$ cat src/sv/wlsq_pkg.sv
`default_nettype none

package wlsq_pkg;

  // register file layout
  localparam int unsigned CfgIdxW = 2;
  localparam int unsigned CfgDataW = 8;

  localparam logic [CfgIdxW-1:0] RegTankSettle = 2'd0;
  localparam logic [CfgIdxW-1:0] RegDrainDetect = 2'd1;
  localparam logic [CfgIdxW-1:0] RegDrainLowClear = 2'd2;
  localparam logic [CfgIdxW-1:0] RegOvfSettle = 2'd3;

  // register reset values
  localparam logic [CfgDataW-1:0] TankSettleRst = 8'd30;
  localparam logic [CfgDataW-1:0] DrainDetectRst = 8'd20;
  localparam logic [CfgDataW-1:0] DrainLowClearRst = 8'd20;
  localparam logic [CfgDataW-1:0] OvfSettleRst = 8'd10;

  // tank level codes
  localparam logic [1:0] TankLow = 2'd0;
  localparam logic [1:0] TankMid = 2'd1;
  localparam logic [1:0] TankFull = 2'd2;
  localparam logic [1:0] TankError = 2'd3;

  // counter ceiling
  localparam logic [CfgDataW-1:0] CntMax = 8'hff;

  typedef struct packed {
    logic [CfgDataW-1:0] tank_settle_ticks;
    logic [CfgDataW-1:0] drain_detect_ticks;
    logic [CfgDataW-1:0] drain_low_clear_ticks;
    logic [CfgDataW-1:0] overflow_settle_ticks;
  } wlsq_cfg_t;

endpackage

`default_nettype wire

$ cat src/sv/wlsq_tank.sv
`default_nettype none

module wlsq_tank import wlsq_pkg::*; (
  input  wire logic                clk_i,
  input  wire logic                rst_ni,
  input  wire logic                step_i,
  input  wire logic                high_i,
  input  wire logic                low_i,
  input  wire logic [CfgDataW-1:0] settle_ticks_i,
  output logic [1:0]               level_d_o
);

  logic [CfgDataW-1:0] cnt_q, cnt_d, cnt_dec;
  logic [1:0]          prev_q, prev_d;
  logic [1:0]          acc_q, acc_d;
  logic [1:0]          code;

  // two-switch code
  always_comb begin
    if (!high_i) begin
      code = low_i ? TankMid : TankLow;
    end else begin
      code = low_i ? TankFull : TankError;
    end
  end

  // settle countdown, restarted on any change
  always_comb begin
    cnt_dec = (cnt_q != '0) ? cnt_q - 1'b1 : cnt_q;
    prev_d  = prev_q;
    acc_d   = acc_q;
    cnt_d   = cnt_dec;
    if (code != prev_q) begin
      prev_d = code;
      cnt_d  = settle_ticks_i;
    end else if (cnt_dec == '0) begin
      acc_d = code;
    end
  end

  always_ff @(posedge clk_i or negedge rst_ni) begin
    if (!rst_ni) begin
      cnt_q  <= '0;
      prev_q <= TankLow;
      acc_q  <= TankLow;
    end else if (step_i) begin
      cnt_q  <= cnt_d;
      prev_q <= prev_d;
      acc_q  <= acc_d;
    end
  end

  assign level_d_o = acc_d;

endmodule

`default_nettype wire

$ cat src/sv/wlsq_drain.sv
`default_nettype none

module wlsq_drain import wlsq_pkg::*; (
  input  wire logic                clk_i,
  input  wire logic                rst_ni,
  input  wire logic                step_i,
  input  wire logic                sample_i,
  input  wire logic [CfgDataW-1:0] set_limit_i,
  input  wire logic [CfgDataW-1:0] clear_limit_i,
  output logic                     flag_d_o
);

  logic [CfgDataW-1:0] on_q, on_d, off_q, off_d;
  logic [CfgDataW-1:0] run_inc, run_limit;
  logic                flag_q, flag_d;

  // one saturating increment serves the active run
  always_comb begin
    run_limit = sample_i ? set_limit_i : clear_limit_i;
    run_inc   = sample_i ? on_q : off_q;
    if (run_inc != CntMax) begin
      run_inc = run_inc + 1'b1;
    end
    flag_d = flag_q;
    on_d   = on_q;
    off_d  = off_q;
    if (run_inc >= run_limit) begin
      run_inc = run_limit;
      flag_d  = sample_i;
    end
    if (sample_i) begin
      on_d  = run_inc;
      off_d = '0;
    end else begin
      on_d  = '0;
      off_d = run_inc;
    end
  end

  always_ff @(posedge clk_i or negedge rst_ni) begin
    if (!rst_ni) begin
      on_q   <= '0;
      off_q  <= '0;
      flag_q <= 1'b0;
    end else if (step_i) begin
      on_q   <= on_d;
      off_q  <= off_d;
      flag_q <= flag_d;
    end
  end

  assign flag_d_o = flag_d;

endmodule

`default_nettype wire

$ cat src/sv/wlsq_ovf.sv
`default_nettype none

module wlsq_ovf import wlsq_pkg::*; (
  input  wire logic                clk_i,
  input  wire logic                rst_ni,
  input  wire logic                step_i,
  input  wire logic                sample_i,
  input  wire logic [CfgDataW-1:0] settle_ticks_i,
  output logic                     detected_d_o
);

  logic [CfgDataW-1:0] delay_q, delay_d, delay_dec;
  logic                prev_q, prev_d;
  logic                pend_q, pend_d;
  logic                acc_q, acc_d;

  // change arms pending and restarts delay; expiry takes the sample
  always_comb begin
    delay_dec = (delay_q != '0) ? delay_q - 1'b1 : delay_q;
    delay_d   = delay_dec;
    prev_d    = prev_q;
    pend_d    = pend_q;
    acc_d     = acc_q;
    if (sample_i != prev_q) begin
      prev_d  = sample_i;
      pend_d  = 1'b1;
      delay_d = settle_ticks_i;
    end else if (delay_dec == '0 && pend_q) begin
      pend_d = 1'b0;
      acc_d  = sample_i;
    end
  end

  always_ff @(posedge clk_i or negedge rst_ni) begin
    if (!rst_ni) begin
      delay_q <= '0;
      prev_q  <= 1'b0;
      pend_q  <= 1'b0;
      acc_q   <= 1'b0;
    end else if (step_i) begin
      delay_q <= delay_d;
      prev_q  <= prev_d;
      pend_q  <= pend_d;
      acc_q   <= acc_d;
    end
  end

  assign detected_d_o = acc_d;

endmodule

`default_nettype wire

$ cat src/sv/water_level_sensor_qualifier_core.sv
// channel   direction  handshake                payload
// --------  ---------  -----------------------  ----------------------------------------
// in        input      in_valid_i / in_stall_o  five switch samples, one request a tick
// out       output     out_valid_o / out_stall_i tank_level_o, drain_level_o, overflow_detected_o
// cfg       input      cfg_we_i                 cfg_index_i, cfg_data_i
//
// One request per cycle sustained while out_stall_i is low; a request is latched at accept,
// and its result is registered when it advances, so out_valid_o rises after both registers.
// The whole state update is one pass of counters and compares between the two registers.
// Reset clears all counters and flags and loads the register reset values.
// A stalled output holds its result; the input register still takes a request
// while the output slot is full but free to drain, and stalls only when both are held.

`default_nettype none

module water_level_sensor_qualifier_core import wlsq_pkg::*; (
  input  wire logic                clk_i,
  input  wire logic                rst_ni,
  input  wire logic                in_valid_i,
  output logic                     in_stall_o,
  input  wire logic                tank_high_switch_i,
  input  wire logic                tank_low_switch_i,
  input  wire logic                drain_low_switch_i,
  input  wire logic                drain_high_switch_i,
  input  wire logic                overflow_switch_i,
  output logic                     out_valid_o,
  input  wire logic                out_stall_i,
  output logic [1:0]               tank_level_o,
  output logic [1:0]               drain_level_o,
  output logic                     overflow_detected_o,
  input  wire logic                cfg_we_i,
  input  wire logic [CfgIdxW-1:0]  cfg_index_i,
  input  wire logic [CfgDataW-1:0] cfg_data_i
);

  wlsq_cfg_t cfg_q;

  logic       in_vld_q;
  logic       tank_high_q, tank_low_q, drain_low_q, drain_high_q, ovf_q;
  logic       out_vld_q;
  logic [1:0] tank_lvl_q, drain_lvl_q;
  logic       ovf_det_q;

  logic       accept, advance;
  logic [1:0] tank_lvl_d;
  logic       drain_low_flag_d, drain_high_flag_d, ovf_det_d;

  // configuration registers
  always_ff @(posedge clk_i or negedge rst_ni) begin
    if (!rst_ni) begin
      cfg_q.tank_settle_ticks     <= TankSettleRst;
      cfg_q.drain_detect_ticks    <= DrainDetectRst;
      cfg_q.drain_low_clear_ticks <= DrainLowClearRst;
      cfg_q.overflow_settle_ticks <= OvfSettleRst;
    end else if (cfg_we_i) begin
      unique case (cfg_index_i)
        RegTankSettle:    cfg_q.tank_settle_ticks     <= cfg_data_i;
        RegDrainDetect:   cfg_q.drain_detect_ticks    <= cfg_data_i;
        RegDrainLowClear: cfg_q.drain_low_clear_ticks <= cfg_data_i;
        RegOvfSettle:     cfg_q.overflow_settle_ticks <= cfg_data_i;
        default: ;
      endcase
    end
  end

  // handshake
  assign advance    = in_vld_q && (!out_vld_q || !out_stall_i);
  assign in_stall_o = in_vld_q && !advance;
  assign accept     = in_valid_i && !in_stall_o;

  // input register
  always_ff @(posedge clk_i or negedge rst_ni) begin
    if (!rst_ni) begin
      in_vld_q <= 1'b0;
    end else begin
      in_vld_q <= accept || (in_vld_q && !advance);
    end
  end

  always_ff @(posedge clk_i) begin
    if (accept) begin
      tank_high_q  <= tank_high_switch_i;
      tank_low_q   <= tank_low_switch_i;
      drain_low_q  <= drain_low_switch_i;
      drain_high_q <= drain_high_switch_i;
      ovf_q        <= overflow_switch_i;
    end
  end

  // qualifiers
  wlsq_tank u_tank (
    .clk_i          (clk_i),
    .rst_ni         (rst_ni),
    .step_i         (advance),
    .high_i         (tank_high_q),
    .low_i          (tank_low_q),
    .settle_ticks_i (cfg_q.tank_settle_ticks),
    .level_d_o      (tank_lvl_d)
  );

  wlsq_drain u_drain_low (
    .clk_i         (clk_i),
    .rst_ni        (rst_ni),
    .step_i        (advance),
    .sample_i      (drain_low_q),
    .set_limit_i   (cfg_q.drain_detect_ticks),
    .clear_limit_i (cfg_q.drain_low_clear_ticks),
    .flag_d_o      (drain_low_flag_d)
  );

  wlsq_drain u_drain_high (
    .clk_i         (clk_i),
    .rst_ni        (rst_ni),
    .step_i        (advance),
    .sample_i      (drain_high_q),
    .set_limit_i   (cfg_q.drain_detect_ticks),
    .clear_limit_i (cfg_q.drain_detect_ticks),
    .flag_d_o      (drain_high_flag_d)
  );

  wlsq_ovf u_ovf (
    .clk_i          (clk_i),
    .rst_ni         (rst_ni),
    .step_i         (advance),
    .sample_i       (ovf_q),
    .settle_ticks_i (cfg_q.overflow_settle_ticks),
    .detected_d_o   (ovf_det_d)
  );

  // result register
  always_ff @(posedge clk_i or negedge rst_ni) begin
    if (!rst_ni) begin
      out_vld_q <= 1'b0;
    end else if (advance) begin
      out_vld_q <= 1'b1;
    end else if (!out_stall_i) begin
      out_vld_q <= 1'b0;
    end
  end

  always_ff @(posedge clk_i) begin
    if (advance) begin
      tank_lvl_q  <= tank_lvl_d;
      drain_lvl_q <= {drain_high_flag_d, drain_low_flag_d};
      ovf_det_q   <= ovf_det_d;
    end
  end

  assign out_valid_o         = out_vld_q;
  assign tank_level_o        = tank_lvl_q;
  assign drain_level_o       = drain_lvl_q;
  assign overflow_detected_o = ovf_det_q;

endmodule

`default_nettype wire

$ cat config.mk
export PLATFORM = sky130hd
export DESIGN_NAME = water_level_sensor_qualifier_core
export DESIGN_NICKNAME = d
export VERILOG_FILES = /design/src/sv/wlsq_pkg.sv /design/src/sv/wlsq_tank.sv /design/src/sv/wlsq_drain.sv /design/src/sv/wlsq_ovf.sv /design/src/sv/water_level_sensor_qualifier_core.sv
export SDC_FILE = /design/constraint.sdc
export NUM_CORES = 1
export LEC_CHECK = 0
export ABC_AREA = 1
export BUFFER_PORTS_ARGS = -buffer_cell sky130_fd_sc_hd__buf_2
export CORE_MARGIN = 2
export CORE_UTILIZATION = 25
export DETAILED_ROUTE_END_ITERATION = 10
export PLACE_DENSITY = 0.5
export REMOVE_ABC_BUFFERS = 1
export SLEW_MARGIN = 25
export SYNTH_ARGS = -nofsm -noshare
export SYNTH_HDL_FRONTEND = slang
export SYNTH_SLANG_ARGS = --single-unit
$ cat constraint.sdc
create_clock -name clk_i -period 3.25 [get_ports clk_i]
set_clock_uncertainty 0.1 [all_clocks]
set_input_delay 0 -clock clk_i [delete_from_list [all_inputs] [get_ports clk_i]]
set_output_delay 0 -clock clk_i [all_outputs]
set_load 0.03 [all_outputs]
Word level (Yosys, flattened, before mapping)
Index checks and enable logic that the tools add are counted.

Register bits after elaboration: 101. Bits in latches: 0. RAM bits: 0. Memory bits (read-only): 0. Output and inout port bits: 7. Logic and storage cells: 92. Memories kept: 0.

Add/subtract/negate cells: 4. Multipliers: 0. Divide/modulo/power cells: 0. Magnitude comparators: 2. Equal/unequal tests: 8. Shift-type cells: 0. Multiplexer cells: 28. Bitwise logic cells: 0. Reductions and logical operators: 23.

Operators by type and width (number): $mux 8 (15); $add 8x1->8 const B (2); $ge 8x8->1 (2); $logic_not 8->1 (2); $ne 8x8->1 const B (2); $reduce_bool 8->1 (2); $sub 8x1->8 const B (2); $reduce_and 2->1 (7); $mux 1 (10); $mux 2 (3); $eq 2x2->1 const B (2); $logic_and 1x1->1 (4); $logic_not 1->1 (4); $eq 2x1->1 const B (1); $logic_not 2->1 (1); $logic_or 1x1->1 (2); $ne 2x1->1 const B (1); $ne 2x2->1 (1); $reduce_bool 2->1 (1); $ne 1x1->1 (1).

Logic depth before layout (Yosys ltp)
Depth in word-level cells: 8. Depth in mapped cells: 24.

By module
A second synthesis with hierarchy kept.

Cells, all modules: 819. Area, all modules: 6397.4 µm².

Modules (own cells, without submodules): wlsq_drain (instances 2, cells an instance 210, area each 1410.1 µm², seq. area each 425.4 µm²); water_level_sensor_qualifier_core (instances 1, cells an instance 163, area each 1835.5 µm², seq. area each 1163.6 µm²); wlsq_tank (instances 1, cells an instance 125, area each 907.1 µm², seq. area each 300.3 µm²); wlsq_ovf (instances 1, cells an instance 111, area each 834.6 µm², seq. area each 275.3 µm²).

Worst setup path before layout
No wires, ideal clock.

Path kind: reg2reg. Start point: register drain_high_q. End point: register u_drain_high.on_q[5]. Library setup time: 130 ps. Arrival: 2956 ps. Required time: 3020 ps. Slack: 65 ps. Stages on the path, launching flop included: 23. Buffers on the path: 2. Period minus slack after synthesis: 3185 ps. Cells stage by stage: edfxtp_1 buf_4 o21ai_2 inv_1 ha_1 inv_1 nor2_4 nand4_4 nand2_1 o21ai_1 inv_1 ha_1 inv_1 nor2_1 o21ai_0 nand2_1 nand2_1 nand3_1 inv_1 clkbuf_1 nand3_1 nand3_1 o21ai_1.

Word-level cells in the longest chain between the ends: 6. Elaborated cells between the ends (all ways): 7. Those cells by class: add/sub (1); order compare (1); eq/ne (1); mux (4).

Ends and longest elaborated chain: start: declaration (line water_level_sensor_qualifier_core.sv:39) `logic tank_high_q, tank_low_q, drain_low_q, drain_high_q, ovf_q;`; start signal: assignment (line water_level_sensor_qualifier_core.sv:85) `drain_high_q <= drain_high_switch_i;`; $mux 8 (line wlsq_drain.sv:20) `run_inc = sample_i ? on_q : off_q;`; $add 8x1->8 or $ne 8x8->1 (tied branches) (line wlsq_drain.sv:22, wlsq_drain.sv:21); $mux 8 (line wlsq_drain.sv:21) `if (run_inc != CntMax) begin`; $ge 8x8->1 (line wlsq_drain.sv:27) `if (run_inc >= run_limit) begin`; $mux 8 (line wlsq_drain.sv:27); $mux 8 (*) (line wlsq_drain.sv:31) `if (sample_i) begin`; end signal: assignment (line wlsq_drain.sv:46) `on_q <= on_d;`; end: declaration (line wlsq_drain.sv:13) `logic [CfgDataW-1:0] on_q, on_d, off_q, off_d;`.

Mark *: on every way between the ends. The rest lies on a longest branch, timed or not. A chain may end at the register's enable or synchronous reset.

Worst setup path in the final report
Start point: register drain_low_q. End point: register u_drain_low.on_q[7].

Word-level cells in the longest chain between the ends: 6. Elaborated cells between the ends (all ways): 8. Those cells by class: add/sub (1); order compare (1); eq/ne (1); mux (5).

Ends and longest elaborated chain: start: declaration (line water_level_sensor_qualifier_core.sv:39); start signal: assignment (line water_level_sensor_qualifier_core.sv:84) `drain_low_q <= drain_low_switch_i;`; $mux 8 (line wlsq_drain.sv:20); $add 8x1->8 or $ne 8x8->1 (tied branches) (line wlsq_drain.sv:22, wlsq_drain.sv:21); $mux 8 (line wlsq_drain.sv:21); $ge 8x8->1 (line wlsq_drain.sv:27); $mux 8 (line wlsq_drain.sv:27); $mux 8 (*) (line wlsq_drain.sv:31); end signal: assignment (line wlsq_drain.sv:46); end: declaration (line wlsq_drain.sv:13).

Marked as above.

==> run_results.csv <==
group,metric,value,unit
critical_path,crit_chain,"inv_1 -> nand2_1 -> nand2_4 -> ha_4 -> nand3_2 -> nor2_4 -> nand3_4 -> o21ai_2 -> inv_1 -> ha_1 -> a21oi_1 -> o21ai_0 -> nand2_1 -> nand2_1 -> nor2_4 -> buf_2 -> nand3_1 -> nand3_1 -> nand2_1",
run,cap_violations,0,
yosys,synthArstFlopShare,90.1,%
clock_network,cts.sinks,101,
critical_path,crit_family,"simple AND/OR/NAND/NOR gates",
critical_path,crit_top_cell,"nand2_1",
critical_path,critical-path-max-stage-delay,0.46,ns
yosys,syn_inst,731,
pwr,pwr-share-clk,22.0,%
clock_network,clock-root-buffer,"clkbuf_16",
timing,worst_pin_slew,0.717,ns
final_layout,stdcell_area,6970,um^2
final_layout,final_util,30.9,%
critical_path,startpoint_type,"flop",
global_routing,overflow,0,
floorplanning,rows,55,
global_routing,antenna_found_initial,0,
global_routing,grt_use_total,12.4,%
global_routing,grt_pass1_wl,23800,um
run_status,status,"complete, no violations",
yosys,synth_common_cells,"225 x nand2_1, 81 x dfrtp_1, 79 x inv_1",
final_layout,nFillCells,2423,
timing,slew_headroom,52.0,%
pwr,p_leak,0.00334,uW
route,drc_errors,0,
floorplanning,io_pins,27,
yosys,yosysMostFrequentCell,"nand2_1",
timing,drv_slew,0,
final_layout,n_antenna_cell,0,
critical_path,crit_arrival,3.19,ns
yosys,synth.top_cell.area_share,35.4,%
critical_path,end_kind,"flop",
clock_network,clk_pin_slew_worst_paths,0.08,ns
yosys,ys_ff_latch,101,
floorplanning,die_w,155,um
route,drtIter0Drc,288,
route,wl,14400,um
route,wire_per_inst,13.2,um
timing,period_needed,3.05,ns
route,firstDrtPassIters,4,
clock_network,cts_buffer_depth,2,
pwr,peakVddDrop,250,uV
placement,port_buffers,26,
pwr,internal-power,3050,uW
yosys,synth_top_area_cell,"dfrtp_1",
placement,placed_area,6270,um^2
critical_path,path_buf_inv,3,
critical_path,critical_path_class,"reg2reg",
pwr,p_sw_share,40.8,%
yosys,synth_area_leaders,"dfrtp_1 35%, nand2_1 15%, o21ai_0 5.5%",
worst_hold_path,hp-class,"in2async",
clock_network,htree_levels,3,
critical_path,path_max_fanout,7,
yosys,synth_area_per_cell,7.84,um^2
floorplanning,start_util,25.4,%
route,final_antenna_net_count,0,
yosys,synth_seq_area_share,45.2,%
clock_network,cts_made_buffers,9,
global_routing,grt_pass1_vias,4646,
timing,post-route-period-util,93.7,%
floorplanning,dieArea,24100,um^2
critical_path,r2r_slack,0.20,ns
placement,finalWeightedCongestion,0.796,
yosys,syn_area,5730,um^2
critical_path,crit_path_top_delay_cell,"edfxtp_1",
clock_network,cts_tree,"done",
yosys,synth_flop_cell,"dfrtp_1",
final_layout,nNetsFinal,838,
floorplanning,core,22600,um^2
timing,setup_viol,0,
route,vias,4816,
pwr,switchingPower,2110,uW
final_layout,layout-drive-gt1-share,18.2,%
pwr,comb_power_share,42.2,%
clock_network,clk_latency,0.36,ns
yosys,yosys_warnings,0,
placement,dp_hpwl,10200,um
timing,max_freq,0.328,GHz
pwr,pwr-share-seq,35.8,%
critical_path,cp.required,3.39,ns
pwr,p_per_area,741,nW/um^2
final_layout,areaGrowthSynthToFinish,21.6,%
route,post_drt_via_cell_ratio,4.43,
floorplanning,die-height,155,um
timing,hold_violations,0,
yosys,synth_edf_count,10,
yosys,synth.distinct_cells,44,
global_routing,grt_max_degree,47,
## repair_timing
action	4_1_cts	5_1_grt
buffers inserted	0	10
gates resized for setup	0	38
endpoints found under the hold margin	80	0
setup endpoints to repair	0	36
hold buffers	17	0
## state kept, by name (all words and copies together) (netlist names), 2 cells and up
register	count
u_tank.acc_q	2
u_ovf.delay_q	8
tank_level_o	2
u_tank.cnt_q	8
cfg_q	32
u_tank.prev_q	2
u_drain_low.on_q	8
u_drain_high.off_q	8
drain_level_o	2
u_drain_high.on_q	8
u_drain_low.off_q	8
## cells by family (layout without fill, tap and decap cells)
kind of cell | Yosys count | in the layout | synth area share, %
AND/OR/NAND/NOR | 349 | 349 | 26.9
AO/OA/AOI/OAI | 142 | 142 | 14.1
buffers and inverters | 108 | 178 | 7.54
flip-flops | 101 | 101 | 45.2
adder cells (fa/ha/maj) | 22 | 22 | 4.81
XOR/XNOR | 9 | 9 | 1.51
## path summary, 6_finish.rpt
check | startpoint | end | cells after the start
worst max-delay path | drain_low_q$_DFFE_PP_ | u_drain_low.on_q[7]$_DFFE_PN0P_ | 19
worst min-delay path | rst_ni | u_tank.cnt_q[6]$_DFFE_PN0P_ | 2
worst max register to register | drain_low_q$_DFFE_PP_ | u_drain_low.on_q[7]$_DFFE_PN0P_ | 19
worst min register to register | u_drain_high.on_q[1]$_DFFE_PN0P_ | u_drain_high.on_q[1]$_DFFE_PN0P_ | 2
max in group asynchronous | rst_ni | cfg_q[18]$_DFFE_PN1P_ | 3
min in group clk_i | cfg_we_i | cfg_q[28]$_DFFE_PN1P_ | 3
## power by group through the flow
| stage | Sequential (uW) | Combinational, uW | Clock, uW |
|---|---|---|---|
| after floorplan | 1860 | 1440 | 0 |
| after global routing | 1890 | 2510 | 1220 |
| final | 1850 | 2180 | 1140 |
| after CTS | 1850 | 2000 | 1180 |
| after global placement | 1870 | 1980 | 0 |
| after detailed placement | 1870 | 1970 | 0 |
## cell type report
cell class | instances | area, um^2 | area share (%)
clock buffer | 9 | 225 | 3.23
clock inverter | 7 | 78.8 | 1.13
inverter | 88 | 334 | 4.80
multi-input combinational | 522 | 2830 | 40.7
sequential | 101 | 2590 | 37.2
tap | 285 | 357 | 5.12
timing repair buffer | 74 | 548 | 7.87
## routing by layer
| layer | wire (um) | vias up | global-route usage (%) |
|---|---|---|---|
| li1 | - | 2514 | - |
| met1 | 7340 | 2229 | 17.9 |
| met2 | 6300 | 59 | 18.8 |
| met3 | 525 | 14 | 2.40 |
| met4 | 195 | 0 | 3.89 |
| met5 | 0 | - | 0 |
## cells in the final DEF (no fill, tap or decap), drive strengths merged
master and instances:
xnor2 3, o211ai 4, o21bai 1, ha 22, o21ai 112, o221ai 8, a21oi 11, dfstp 10
clkbuf 9, nand2 230, nor4 1, clkinv 2, xor2 6, edfxtp 10, inv 89, or2 5
nor3 3, and2 2, nand3 62, o21a 3, bufinv 1, nand4 7, dfrtp 81, and3 1
o22ai 3, buf 57, dlygate4sd3 17, clkinvlp 3, nor2 38
## stage by stage
stage / instances / TNS, ns / setup slack [ns] / hold slack, ns / power, uW
after detailed placement: 1042 / 0 / 0.0947 / -0.0359 / 3840
after global placement: 1042 / 0 / 0.0861 / -0.0272 / 3840
after floorplan: 711 / -4.45 / -0.382 / -0.396 / 3300
final: 1086 / 0 / 0.204 / 0.0936 / 5160
after CTS: 1075 / 0 / 0.0688 / 0.114 / 5020
after global routing: 1086 / -0.151 / -0.0236 / 0.148 / 5620
No activity file was read; power rests on OpenSTA's default activity.
